### config.mk
export PLATFORM = sky130hd
export DESIGN_NAME = gmps_cell_merge
export DESIGN_NICKNAME = d
export VERILOG_FILES = /design/src/hdl/gmps_pkg.sv /design/src/hdl/gmps_cell_merge.sv
export SDC_FILE = /design/constraint.sdc
export NUM_CORES = 1
export LEC_CHECK = 0
export BUFFER_PORTS_ARGS = -buffer_cell sky130_fd_sc_hd__buf_2
export CAP_MARGIN = 10
export CELL_PAD_IN_SITES_DETAIL_PLACEMENT = 1
export CELL_PAD_IN_SITES_GLOBAL_PLACEMENT = 1
export CORE_ASPECT_RATIO = 1.1
export CORE_UTILIZATION = 43
export DETAILED_ROUTE_END_ITERATION = 16
export PLACE_DENSITY_LB_ADDON = 0.08
export SLEW_MARGIN = 20
export SYNTH_ARGS = -nofsm -noshare
export SYNTH_HDL_FRONTEND = slang
export SYNTH_SLANG_ARGS = --single-unit
export TNS_END_PERCENT = 10
### constraint.sdc
create_clock -name vclk -period 28.7
set_input_delay 4.305 -clock vclk [all_inputs]
set_output_delay 4.305 -clock vclk [all_outputs]
set_load 0.03 [all_outputs]
### src/hdl/gmps_pkg.sv
package gmps_pkg;

	localparam int SUM_W     = 16;
	localparam int CNT_W     = 30;
	localparam int DIGIT_W   = 4;
	localparam int CFG_W     = 8;
	localparam int OUT_SUM_W = 12;

	localparam logic [CNT_W-1:0]     COUNT_MOD   = 30'd1000000007;
	localparam logic [DIGIT_W-1:0]   DIGIT_LIMIT = 4'd9;
	localparam logic [CFG_W-1:0]     SIDE_RESET  = 8'd128;
	localparam logic [OUT_SUM_W-1:0] SUM_LIMIT   = 12'hFFF;

	// reachable mark, best sum and best-path count of one cell
	typedef struct packed {
		logic             reach;
		logic [SUM_W-1:0] sum;
		logic [CNT_W-1:0] cnt;
	} entry_t;

	// per-cell control flags carried with the cell
	typedef struct packed {
		logic is_start;
		logic is_end;
		logic first_row;
		logic first_col;
		logic blocked;
	} cell_ctl_t;

endpackage

### src/hdl/gmps_cell_merge.sv
module gmps_cell_merge (
	input  gmps_pkg::cell_ctl_t          ctl,
	input  logic [gmps_pkg::DIGIT_W-1:0] value,
	input  gmps_pkg::entry_t             right,
	input  gmps_pkg::entry_t             below,
	input  gmps_pkg::entry_t             diag,
	output gmps_pkg::entry_t             below_m,
	output gmps_pkg::entry_t             cur
);
	import gmps_pkg::*;

	localparam int TW = CNT_W + 2;
	localparam logic [TW-1:0] MOD_T  = {2'b00, COUNT_MOD};
	localparam logic [TW-1:0] MOD2_T = {2'b00, COUNT_MOD} << 1;

	entry_t           right_m;
	entry_t           diag_m;
	logic             any;
	logic [SUM_W-1:0] best;
	logic [TW-1:0]    total;

	always_comb begin
		// missing neighbours at the bottom row and right column
		right_m = ctl.first_col ? '0 : right;
		below_m = ctl.first_row ? '0 : below;
		diag_m  = (ctl.first_row || ctl.first_col) ? '0 : diag;

		any  = right_m.reach || below_m.reach || diag_m.reach;
		best = '0;
		if (right_m.reach && right_m.sum > best) begin
			best = right_m.sum;
		end
		if (below_m.reach && below_m.sum > best) begin
			best = below_m.sum;
		end
		if (diag_m.reach && diag_m.sum > best) begin
			best = diag_m.sum;
		end

		// counts are each below the modulus, so the sum stays under three times it
		total = '0;
		if (right_m.reach && right_m.sum == best) begin
			total = total + {2'b00, right_m.cnt};
		end
		if (below_m.reach && below_m.sum == best) begin
			total = total + {2'b00, below_m.cnt};
		end
		if (diag_m.reach && diag_m.sum == best) begin
			total = total + {2'b00, diag_m.cnt};
		end
		if (total >= MOD2_T) begin
			total = total - MOD2_T;
		end else if (total >= MOD_T) begin
			total = total - MOD_T;
		end

		cur = '0;
		if (ctl.is_start) begin
			cur.reach = 1'b1;
			cur.cnt   = CNT_W'(1);
		end else if (!(ctl.blocked && !ctl.is_end) && any) begin
			cur.reach = 1'b1;
			cur.sum   = best + SUM_W'(value);
			cur.cnt   = total[CNT_W-1:0];
		end
	end

endmodule

==> results of run 1 <==
-- through the flow --
stage,setup slack (ns),instances,power [µW]
global placement,3.963,2097,140.6
global route,2.154,2097,156.3
finish,2.949,2097,147.2
floorplan,6.778,1601,91.73
CTS,3.450,2097,144.0
detailed placement,3.494,2097,143.3
-- layout make-up --
type / instances / area, µm² / area share [%]
repair buffers: 264 / 1371 / 11.62
multi-input cells: 1427 / 9674 / 81.94
well taps: 305 / 381.6 / 3.232
inverters: 101 / 379.1 / 3.211
-- layer usage --
layer / share of wire [%] / track usage [%] / vias up
met5: 0 / 0 / -
met4: 10 / 38.38 / 0
met3: 5.4 / 4.061 / 237
met2: 50 / 77.04 / 594
met1: 34 / 40.39 / 6594
li1: - / - / 6326
-- final timing paths --
kind  startpoint          to  slack, ns  cells after the start
max       ctl[1]     cur[18]       2.95                     55
min     below[9]  below_m[9]       9.00                      3
-- kinds of logic (layout without fill, tap and decap cells) --
kind of cell	Yosys count	in the layout
and+or+nand+nor	662	662
AOI/OAI and AO/OA	536	536
adders and majority gates	102	102
xor gates and xnor gates	84	84
buffers and inverters	174	365
muxes	43	43
-- cells in the mapped netlist (14+ instances only) --
cell type                  number  share of area (%)
sky130_fd_sc_hd__a211oi_1      19                1.4
sky130_fd_sc_hd__a21o_1        35                2.5
sky130_fd_sc_hd__a21oi_1      119                5.7
sky130_fd_sc_hd__a311oi_1      17                1.4
sky130_fd_sc_hd__a31oi_1       35                2.1
sky130_fd_sc_hd__and2_1        78                4.7
sky130_fd_sc_hd__and3_1        17                1.0
sky130_fd_sc_hd__buf_2         14               0.68
sky130_fd_sc_hd__clkbuf_1      43                1.6
sky130_fd_sc_hd__ha_1          99                 12
sky130_fd_sc_hd__inv_1        101                3.7
sky130_fd_sc_hd__mux2i_1       32                3.1
sky130_fd_sc_hd__nand2_1      155                5.6
sky130_fd_sc_hd__nand2b_1      24                1.4
sky130_fd_sc_hd__nand3_1       50                2.4
sky130_fd_sc_hd__nand4_1       15               0.91
sky130_fd_sc_hd__nor2_1       138                5.0
sky130_fd_sc_hd__nor2b_1       54                3.3
sky130_fd_sc_hd__nor3_1        39                1.9
sky130_fd_sc_hd__nor4_1        17                1.0
sky130_fd_sc_hd__o211ai_1      17                1.2
sky130_fd_sc_hd__o21a_1        17                1.2
sky130_fd_sc_hd__o21ai_0       95                4.6
sky130_fd_sc_hd__o21bai_1      17                1.2
sky130_fd_sc_hd__o31ai_1       14                1.0
sky130_fd_sc_hd__or3_1         17                1.0
sky130_fd_sc_hd__xnor2_1       66                5.6
sky130_fd_sc_hd__xor2_1        18                1.5
-- cell usage in the layout, fill, tap and decap left out, types with 8 or more instances in the layout --
cell and instances:
sky130_fd_sc_hd__nor3_1 39, sky130_fd_sc_hd__nor2b_1 53, sky130_fd_sc_hd__buf_4 20, sky130_fd_sc_hd__inv_1 101
sky130_fd_sc_hd__o21a_1 17, sky130_fd_sc_hd__mux2i_1 32, sky130_fd_sc_hd__a32oi_1 8, sky130_fd_sc_hd__a221oi_1 8
sky130_fd_sc_hd__buf_2 244, sky130_fd_sc_hd__xnor2_1 66, sky130_fd_sc_hd__a21oi_1 119, sky130_fd_sc_hd__a311oi_1 17
sky130_fd_sc_hd__nand3_1 50, sky130_fd_sc_hd__o22ai_1 11, sky130_fd_sc_hd__nand4_1 15, sky130_fd_sc_hd__o211ai_1 17
sky130_fd_sc_hd__or3_1 17, sky130_fd_sc_hd__nand2_1 155, sky130_fd_sc_hd__nand2b_1 23, sky130_fd_sc_hd__or2_2 13
sky130_fd_sc_hd__ha_1 99, sky130_fd_sc_hd__a211oi_1 19, sky130_fd_sc_hd__a21o_1 35, sky130_fd_sc_hd__a21boi_0 9
sky130_fd_sc_hd__and3_1 17, sky130_fd_sc_hd__mux2_2 9, sky130_fd_sc_hd__and2_1 78, sky130_fd_sc_hd__o21bai_1 17
sky130_fd_sc_hd__nor2_1 138, sky130_fd_sc_hd__o21ai_0 95, sky130_fd_sc_hd__a31oi_1 34, sky130_fd_sc_hd__o31ai_1 14
sky130_fd_sc_hd__nor4_1 17, sky130_fd_sc_hd__xor2_1 18
-- power groups by stage --
stage / Combinational [µW] / Sequential [µW] / Clock [µW]
floorplan: 91.7 / 0 / 0
global placement: 141 / 0 / 0
detailed placement: 143 / 0 / 0
CTS: 144 / 0 / 0
global route: 156 / 0 / 0
finish: 147 / 0 / 0
-- tightest hold or removal path, cell delays in order --
cell and delay, ns:
sky130_fd_sc_hd__buf_2 0.09, sky130_fd_sc_hd__nor2b_1 0.13, sky130_fd_sc_hd__buf_2 0.17
==> summary.txt, run 1 <==
violation count after the first detailed-route iteration -> 914
clk_buf instances -> 0
number of rows created at floorplan -> 59
area after detailed placement -> 11810 µm²
hold violation total from the final report -> 0
DRC violation count after routing -> 0
Die W -> 150.0 µm
Antenna Cells -> 0
status -> finished clean
adder-cell area share of the yosys netlist -> 12.53%
Seq Cell Count -> 0
Placer Congestion -> 1.022
Mapped Area -> 10370 µm²
number of distinct library cells after synthesis -> 98
combined flip-flop and latch cell area -> 0 µm²
Hold Buf Count CTS -> 0
share of cell area taken by muxes after synthesis -> 4.357%
clock period minus final worst setup slack -> 25.75 ns
Pleak -> 0.005533 µW
required time reported for the critical path endpoint -> 24.40 ns
share of post-route cells with drive strength above 1 -> 18.53%
Final period util -> 89.73%
cell class contributing the biggest share of worst-path delay -> compound AO/OA/AOI/OAI gates
total half-perimeter wirelength after legalization and detailed placement -> 43920 µm
complex-gate fraction of the synthesized area -> 35.98%
count of yosys warnings during synthesis -> 0
filler instances -> 3329
aggregate routed wire length -> 52780 µm
maximum cell stage delay along the critical path -> 0.71 ns
critical path start-end classification -> in2out
part of the power in registers -> 0%
simple logic cell fraction of the synthesized area -> 33.10%
worst hold path type -> in2out
synthesized netlist cell count -> 1601
drt via density -> 6.557
via count of the first global-routing pass -> 14.03k
Sum Neg Setup Slack -> 0 ns
achievable clock frequency -> 38.83 MHz
Synth Area in XOR/XNOR -> 7.097%
number of nets in the finished design -> 2046
Worst Path Buf+Inv -> 8
Least-Margin Pin Slew -> 1.107 ns
count of buffers inserted at the top-level ports -> 244
count of vias placed by the detailed router -> 13.75k
Avg WL per Cell -> 25.17 µm
Final Max Tran Viols -> 0
crit-path max FO -> 42
Critical Path Slowest Stage Cell -> sky130_fd_sc_hd__o31ai_4
top-level I/O count -> 244
arrival time of data at the critical path endpoint -> 21.45 ns
IR drop worst, VDD -> 0.000006110 V
cts repair resizes -> 0
final core utilization -> 49.82%
kind of end point of the critical path -> primary output
remaining antenna violation count -> 0
post-CTS setup buffer count -> 0
Avg Cell Area, Syn -> 6.475 µm²
final setup fails -> 0
first-pass GRT wire length -> 78570 µm
initial core utilization -> 43.75%
overflow left after global routing -> 0
Logic pwr share -> 100.0%
final worst hold slack -> 9.003 ns
switching component of the power -> 98.72 µW
Sw Ratio -> 67.06%
Setup crit start kind -> primary input
area added between synthesis and finish -> 13.89%
First-pass DRT Iterations -> 5
antenna violations before repair -> 0
share of synthesized area occupied by flip-flops and latches -> 0%
Max-cap violations -> 0
total power density per cell area -> 12.47 nW/µm²
Std-Cell Core Area -> 23700 µm²
post-route cell area -> 11810 µm²
global-route usage over all layers -> 41.50%
main combinational cell family by area after synthesis -> compound AO/OA/AOI/OAI gates
Max transition margin -> 25.25%
synthesized netlist net count -> 1853
cell-internal power -> 48.49 µW
Clock Power Share -> 0%
overall die area -> 24730 µm²
height of the chip -> 164.8 µm
largest net degree at the start of global routing -> 63
setup repair after global routing missed its margin -> false
Power figures use the tool's default switching activity.
==> inputs of run 2 (changes only) <==
--- a/config.mk
+++ b/config.mk
@@ -13,6 +13,7 @@
 export CORE_UTILIZATION = 43
 export DETAILED_ROUTE_END_ITERATION = 16
 export PLACE_DENSITY_LB_ADDON = 0.08
+export RECOVER_POWER = 50
 export SLEW_MARGIN = 20
 export SYNTH_ARGS = -nofsm -noshare
 export SYNTH_HDL_FRONTEND = slang
==> run 2 against run 1 <==
The flow now finishes with violations (capacitance limit, slew limit). First-iteration DRC count increased by 6.1%. Clock-buffer cell count unchanged. Fmax is 2.6% lower. Sequential share of layout area unchanged. Worst setup slack worse by 0.68 ns. Global-route usage is the same. Non-clock buffer count stayed put. Critical path depth fell by 3. Largest cell class unchanged. Final cell count is the same.
==> summary.txt, run 2 (same netlist as run 1, synthesis figures left out) <==
kind of end point of the critical path -> primary output (unchanged)
Max-cap violations -> 1 (was 0)
antenna violations before repair -> 0 (unchanged)
filler-free cell count of the finished design -> 2097 (unchanged)
area added between synthesis and finish -> 13.25% (was 13.89%)
Std-Cell Core Area -> 23700 µm² (unchanged)
Final period util -> 92.09% (was 89.73%)
post-CTS setup buffer count -> 0 (unchanged)
Pleak -> 0.005363 µW (was 0.005533 µW)
achievable clock frequency -> 37.84 MHz (was 38.83 MHz)
global-route usage over all layers -> 41.50% (unchanged)
clk_buf instances -> 0 (unchanged)
largest net degree at the start of global routing -> 63 (unchanged)
top-level I/O count -> 244 (unchanged)
Antenna Cells -> 0 (unchanged)
Final Max Tran Viols -> 63 (was 0)
Placed Cells -> 2097 (unchanged)
maximum cell stage delay along the critical path -> 1.91 ns (was 0.71 ns)
Worst Setup Slack post-DPL -> 3.494 ns (unchanged)
status -> complete, but fails checks (was finished clean)
cts repair resizes -> 0 (unchanged)
overflow left after global routing -> 0 (unchanged)
required time reported for the critical path endpoint -> 24.40 ns (about the same)
IR drop worst, VDD -> 0.000005938 V (was 0.000006110 V)
Placer Congestion -> 1.022 (unchanged)
combined flip-flop and latch cell area -> 0 µm² (unchanged)
most frequent standard cell in the layout excluding fill and tap cells -> sky130_fd_sc_hd__buf_2 (unchanged)
cell repeated most along the worst path -> sky130_fd_sc_hd__ha_1
number of rows created at floorplan -> 59 (unchanged)
setup repair after global routing missed its margin -> false (unchanged)
Least-Margin Pin Slew -> 2.709 ns (was 1.107 ns)
DRC violation count after routing -> 0 (unchanged)
Setup crit start kind -> primary input (unchanged)
Critical Path Slowest Stage Cell -> sky130_fd_sc_hd__clkbuf_1 (was sky130_fd_sc_hd__o31ai_4)
Worst Hold Depth -> 3 (unchanged)
Critical Path Start -> ctl[2] (was ctl[1])
First-pass DRT Iterations -> 5 (unchanged)
total half-perimeter wirelength after legalization and detailed placement -> 43920 µm (unchanged)
count of buffers inserted at the top-level ports -> 244 (unchanged)
remaining antenna violation count -> 0 (unchanged)
final setup fails -> 0 (unchanged)
Die W -> 150.0 µm (unchanged)
height of the chip -> 164.8 µm (unchanged)
Avg WL per Cell -> 25.17 µm (about the same)
Hold Buf Count CTS -> 0 (unchanged)
crit-path max FO -> 62 (was 42)
post-layout total power -> 146.3 µW (was 147.2 µW)
final setup slack of the worst path -> 2.271 ns (was 2.949 ns)
number of nets in the finished design -> 2046 (unchanged)
overall die area -> 24730 µm² (unchanged)
Max transition margin -> -80.58% (was 25.25%)
Seq Cell Count -> 0 (unchanged)
count of vias placed by the detailed router -> 13.77k (was 13.75k)
Sum Neg Setup Slack -> 0 ns (unchanged)
share of post-route cells with drive strength above 1 -> 15.90% (was 18.53%)
violation count after the first detailed-route iteration -> 970 (was 914)
hold violation total from the final report -> 0 (unchanged)
drt via density -> 6.568 (was 6.557)
total power density per cell area -> 12.46 nW/µm² (was 12.47 nW/µm²)
critical path start-end classification -> in2out (unchanged)
violated checks -> capacitance limit, slew limit
arrival time of data at the critical path endpoint -> 22.12 ns (was 21.45 ns)
via count of the first global-routing pass -> 14.03k (unchanged)
worst hold path type -> in2out (unchanged)
aggregate routed wire length -> 52790 µm (was 52780 µm)
initial core utilization -> 43.75% (unchanged)
first-pass GRT wire length -> 78570 µm (unchanged)
final core utilization -> 49.54% (was 49.82%)
end point of the critical path -> cur[18] (unchanged)
most frequent cells in the layout -> 200 x sky130_fd_sc_hd__buf_2, 155 x sky130_fd_sc_hd__nand2_1, 138 x sky130_fd_sc_hd__nor2_1 (was 244 x sky130_fd_sc_hd__buf_2, 155 x sky130_fd_sc_hd__nand2_1, 138 x sky130_fd_sc_hd__nor2_1)
clock period minus final worst setup slack -> 26.43 ns (was 25.75 ns)
## run 2: cell count changes in the layout (fill, tap and decap cells not counted)
cell | previous run | this run
sky130_fd_sc_hd__clkbuf_1 | 0 | 47
sky130_fd_sc_hd__buf_2 | 244 | 200
sky130_fd_sc_hd__buf_4 | 20 | 17
## run 2: final cells by class
type	count	area, µm²
fill	3352	11960
inverter	101	379.1
multi-input combinational	1427	9674
tap	305	381.6
timing repair buffer	264	1305
## run 2: metrics by stage
stage / hold WS, ns / area [µm²]
floorplan: 8.796 / 10370
global placement: 8.998 / 11810
detailed placement: 9.004 / 11810
CTS: 9.005 / 11810
global route: 9.028 / 11740
finish: 9.011 / 11740
## run 2: worst max-delay path, delay by kind of cell
family / cells / cell delay [ns]
compound gates: 21 / 6.97
buf+inv: 7 / 3.40
fa+ha+maj: 4 / 1.41
xor+xnor: 2 / 0.38
mux: 3 / 0.74
simple gates: 15 / 4.82
## run 2: how the worst min path moves through the flow
stage | from | end | slack [ns]
after floorplan | ctl[4] | cur[46] | 8.80
after global placement | below[7] | below_m[7] | 9.00
after detailed placement | below[9] | below_m[9] | 9.00
after CTS | below[9] | below_m[9] | 9.00
after global routing | below[16] | below_m[16] | 9.03
final | below[16] | below_m[16] | 9.01
## run 2: routing by layer
metal  part of all wire, %  up-vias  track usage [%]
met5                     0        -                0
met3                   5.4      243            4.061
met2                    50      624            77.04
li1                      -     6325                -
met1                    34     6581            40.39
met4                    10        0            38.38
## run 2: where the power goes
part	switching (µW)	internal, µW
Sequential	0	0
Combinational	98.7	47.6
Clock	0	0
==> inputs of run 3 (changes only) <==
--- a/config.mk
+++ b/config.mk
@@ -14,6 +14,7 @@
 export DETAILED_ROUTE_END_ITERATION = 16
 export PLACE_DENSITY_LB_ADDON = 0.08
 export RECOVER_POWER = 50
+export REMOVE_ABC_BUFFERS = 1
 export SLEW_MARGIN = 20
 export SYNTH_ARGS = -nofsm -noshare
 export SYNTH_HDL_FRONTEND = slang
==> constraint.sdc (replaced) <==
create_clock -name vclk -period 28.7
set_input_delay 4.305 -clock vclk [all_inputs]
set_output_delay 4.305 -clock vclk [all_outputs]
set_load 0.01 [all_outputs]
==> run 3 against run 2 <==
The run now ends clean. Sequential cell count stayed put. First-iteration DRC count is 3.8% lower. Utilization hardly changed. Worst hold slack worse by 0.060 ns. Combinational power is 5% lower. Fmax is 1.4% higher. Total power is 4.7% lower. Design area hardly changed. Critical path type unchanged. Routed wire length is 2.2% lower. Via count is 0.97% higher. Clock-buffer cell count stayed put. Non-clock buffer count stayed put.
==> summary.txt, run 3 (same netlist as run 1, synthesis figures left out) <==
largest net degree at the start of global routing -> 63 (unchanged)
final setup slack of the worst path -> 2.635 ns (was 2.271 ns)
area added between synthesis and finish -> 13.33% (was 13.25%)
DRC violation count after routing -> 0 (unchanged)
Max-cap violations -> 0 (was 1)
kind of end point of the critical path -> primary output (unchanged)
maximum cell stage delay along the critical path -> 0.93 ns (was 1.91 ns)
crit-path max FO -> 31 (was 62)
critical path start-end classification -> in2out (unchanged)
post-route cell area -> 11750 µm² (was 11740 µm²)
end point of the critical path -> cur[12] (was cur[18])
Final period util -> 90.82% (was 92.09%)
Hold Buf Count CTS -> 0 (unchanged)
combined flip-flop and latch cell area -> 0 µm² (unchanged)
most frequent standard cell in the layout excluding fill and tap cells -> sky130_fd_sc_hd__buf_2 (unchanged)
setup repair after global routing missed its margin -> false (unchanged)
number of nets in the finished design -> 2046 (unchanged)
total power density per cell area -> 11.87 nW/µm² (was 12.46 nW/µm²)
count of buffers inserted at the top-level ports -> 244 (unchanged)
required time reported for the critical path endpoint -> 24.40 ns (about the same)
IR drop worst, VDD -> 0.000009272 V (was 0.000005938 V)
Least-Margin Pin Slew -> 1.180 ns (was 2.709 ns)
Setup crit start kind -> primary input (unchanged)
first-pass GRT wire length -> 77300 µm (was 78570 µm)
clock period minus final worst setup slack -> 26.06 ns (was 26.43 ns)
achievable clock frequency -> 38.37 MHz (was 37.84 MHz)
top-level I/O count -> 244 (unchanged)
clk_buf instances -> 0 (unchanged)
aggregate routed wire length -> 51630 µm (was 52790 µm)
post-CTS setup buffer count -> 0 (unchanged)
drt via density -> 6.628 (was 6.568)
Pleak -> 0.005368 µW (was 0.005363 µW)
antenna violations before repair -> 1 (was 0)
area after detailed placement -> 11810 µm² (about the same)
Seq Cell Count -> 0 (unchanged)
Sum Neg Setup Slack -> 0 ns (unchanged)
Worst Setup Slack post-DPL -> 3.148 ns (was 3.494 ns)
remaining antenna violation count -> 0 (unchanged)
Critical Path Start -> ctl[1] (was ctl[2])
cts repair resizes -> 0 (unchanged)
overall die area -> 24730 µm² (unchanged)
First-pass DRT Iterations -> 8 (was 5)
arrival time of data at the critical path endpoint -> 21.76 ns (was 22.12 ns)
global-route usage over all layers -> 40.44% (was 41.50%)
Placed Cells -> 2097 (unchanged)
Max transition margin -> 21.35% (was -80.58%)
Final Max Tran Viols -> 0 (was 63)
violation count after the first detailed-route iteration -> 933 (was 970)
count of vias placed by the detailed router -> 13.91k (was 13.77k)
share of post-route cells with drive strength above 1 -> 15.90% (unchanged)
total half-perimeter wirelength after legalization and detailed placement -> 41870 µm (was 43920 µm)
Critical Path Slowest Stage Cell -> sky130_fd_sc_hd__o31a_1 (was sky130_fd_sc_hd__clkbuf_1)
Die W -> 150.0 µm (unchanged)
worst hold path type -> in2out (unchanged)
final setup fails -> 0 (unchanged)
Std-Cell Core Area -> 23700 µm² (unchanged)
number of rows created at floorplan -> 59 (unchanged)
via count of the first global-routing pass -> 13.54k (was 14.03k)
status -> finished clean (was complete, but fails checks)
Avg WL per Cell -> 24.61 µm (was 25.17 µm)
overflow left after global routing -> 0 (unchanged)
hold violation total from the final report -> 0 (unchanged)
filler-free cell count of the finished design -> 2098 (was 2097)
initial core utilization -> 43.75% (unchanged)
hold path start -> ctl[4] (was below[16])
height of the chip -> 164.8 µm (unchanged)
most frequent cells in the layout -> 200 x sky130_fd_sc_hd__buf_2, 155 x sky130_fd_sc_hd__nand2_1, 138 x sky130_fd_sc_hd__nor2_1 (unchanged)
Placer Congestion -> 1.025 (was 1.022)
## run 3: area by class of cell
class,count,area (µm²)
Fill cell,3302,11950
Multi-Input combinational cell,1427,9676
Timing Repair Buffer,264,1309
Tap cell,305,381.6
Inverter,101,379.1
Antenna cell,1,2.502
## run 3: where the power goes
part / switching (µW) / total [µW] / internal [µW]
clock network: 0 / 0.00000466 / 0.00000466
logic: 91.8 / 139 / 47.7
registers: 0 / 0 / 0
total: 91.8 / 139 / 47.7
## run 3: worst min path at each step
stage | depth (start not counted) | slack (ns) | endpoint
detailed placement | 3 | 8.95 | cur[46]
finish | 3 | 8.95 | cur[0]
global route | 3 | 8.97 | below_m[10]
floorplan | 1 | 8.67 | below_m[0]
global placement | 3 | 8.94 | cur[0]
CTS | 3 | 8.95 | cur[46]
## run 3: per-stage QoR
step	total power (µW)	util (%)	hold WS, ns
after floorplan	79.75	-	8.666
after global placement	133.6	49.83	8.945
after detailed placement	136.1	49.83	8.950
after CTS	136.6	49.83	8.951
after global routing	148.5	49.56	8.967
final	139.4	49.58	8.951
## run 3: layer usage
layer | GRT usage, % | wire [µm] | vias to the layer above
met2 | 72.03 | 25040 | 638
met5 | 0 | 0 | -
met4 | 22.50 | 3216 | 0
met1 | 46.98 | 20140 | 6721
li1 | - | - | 6355
met3 | 4.227 | 3231 | 192
## run 3: worst max-delay path, delay by kind of cell
family	cells	cell delay, ns
buffers and inverters	7	1.90
AOI/OAI and AO/OA	20	8.02
xor gates and xnor gates	2	0.39
muxes	1	0.17
and+or+nand+nor	19	5.66
adders and majority gates	4	1.22
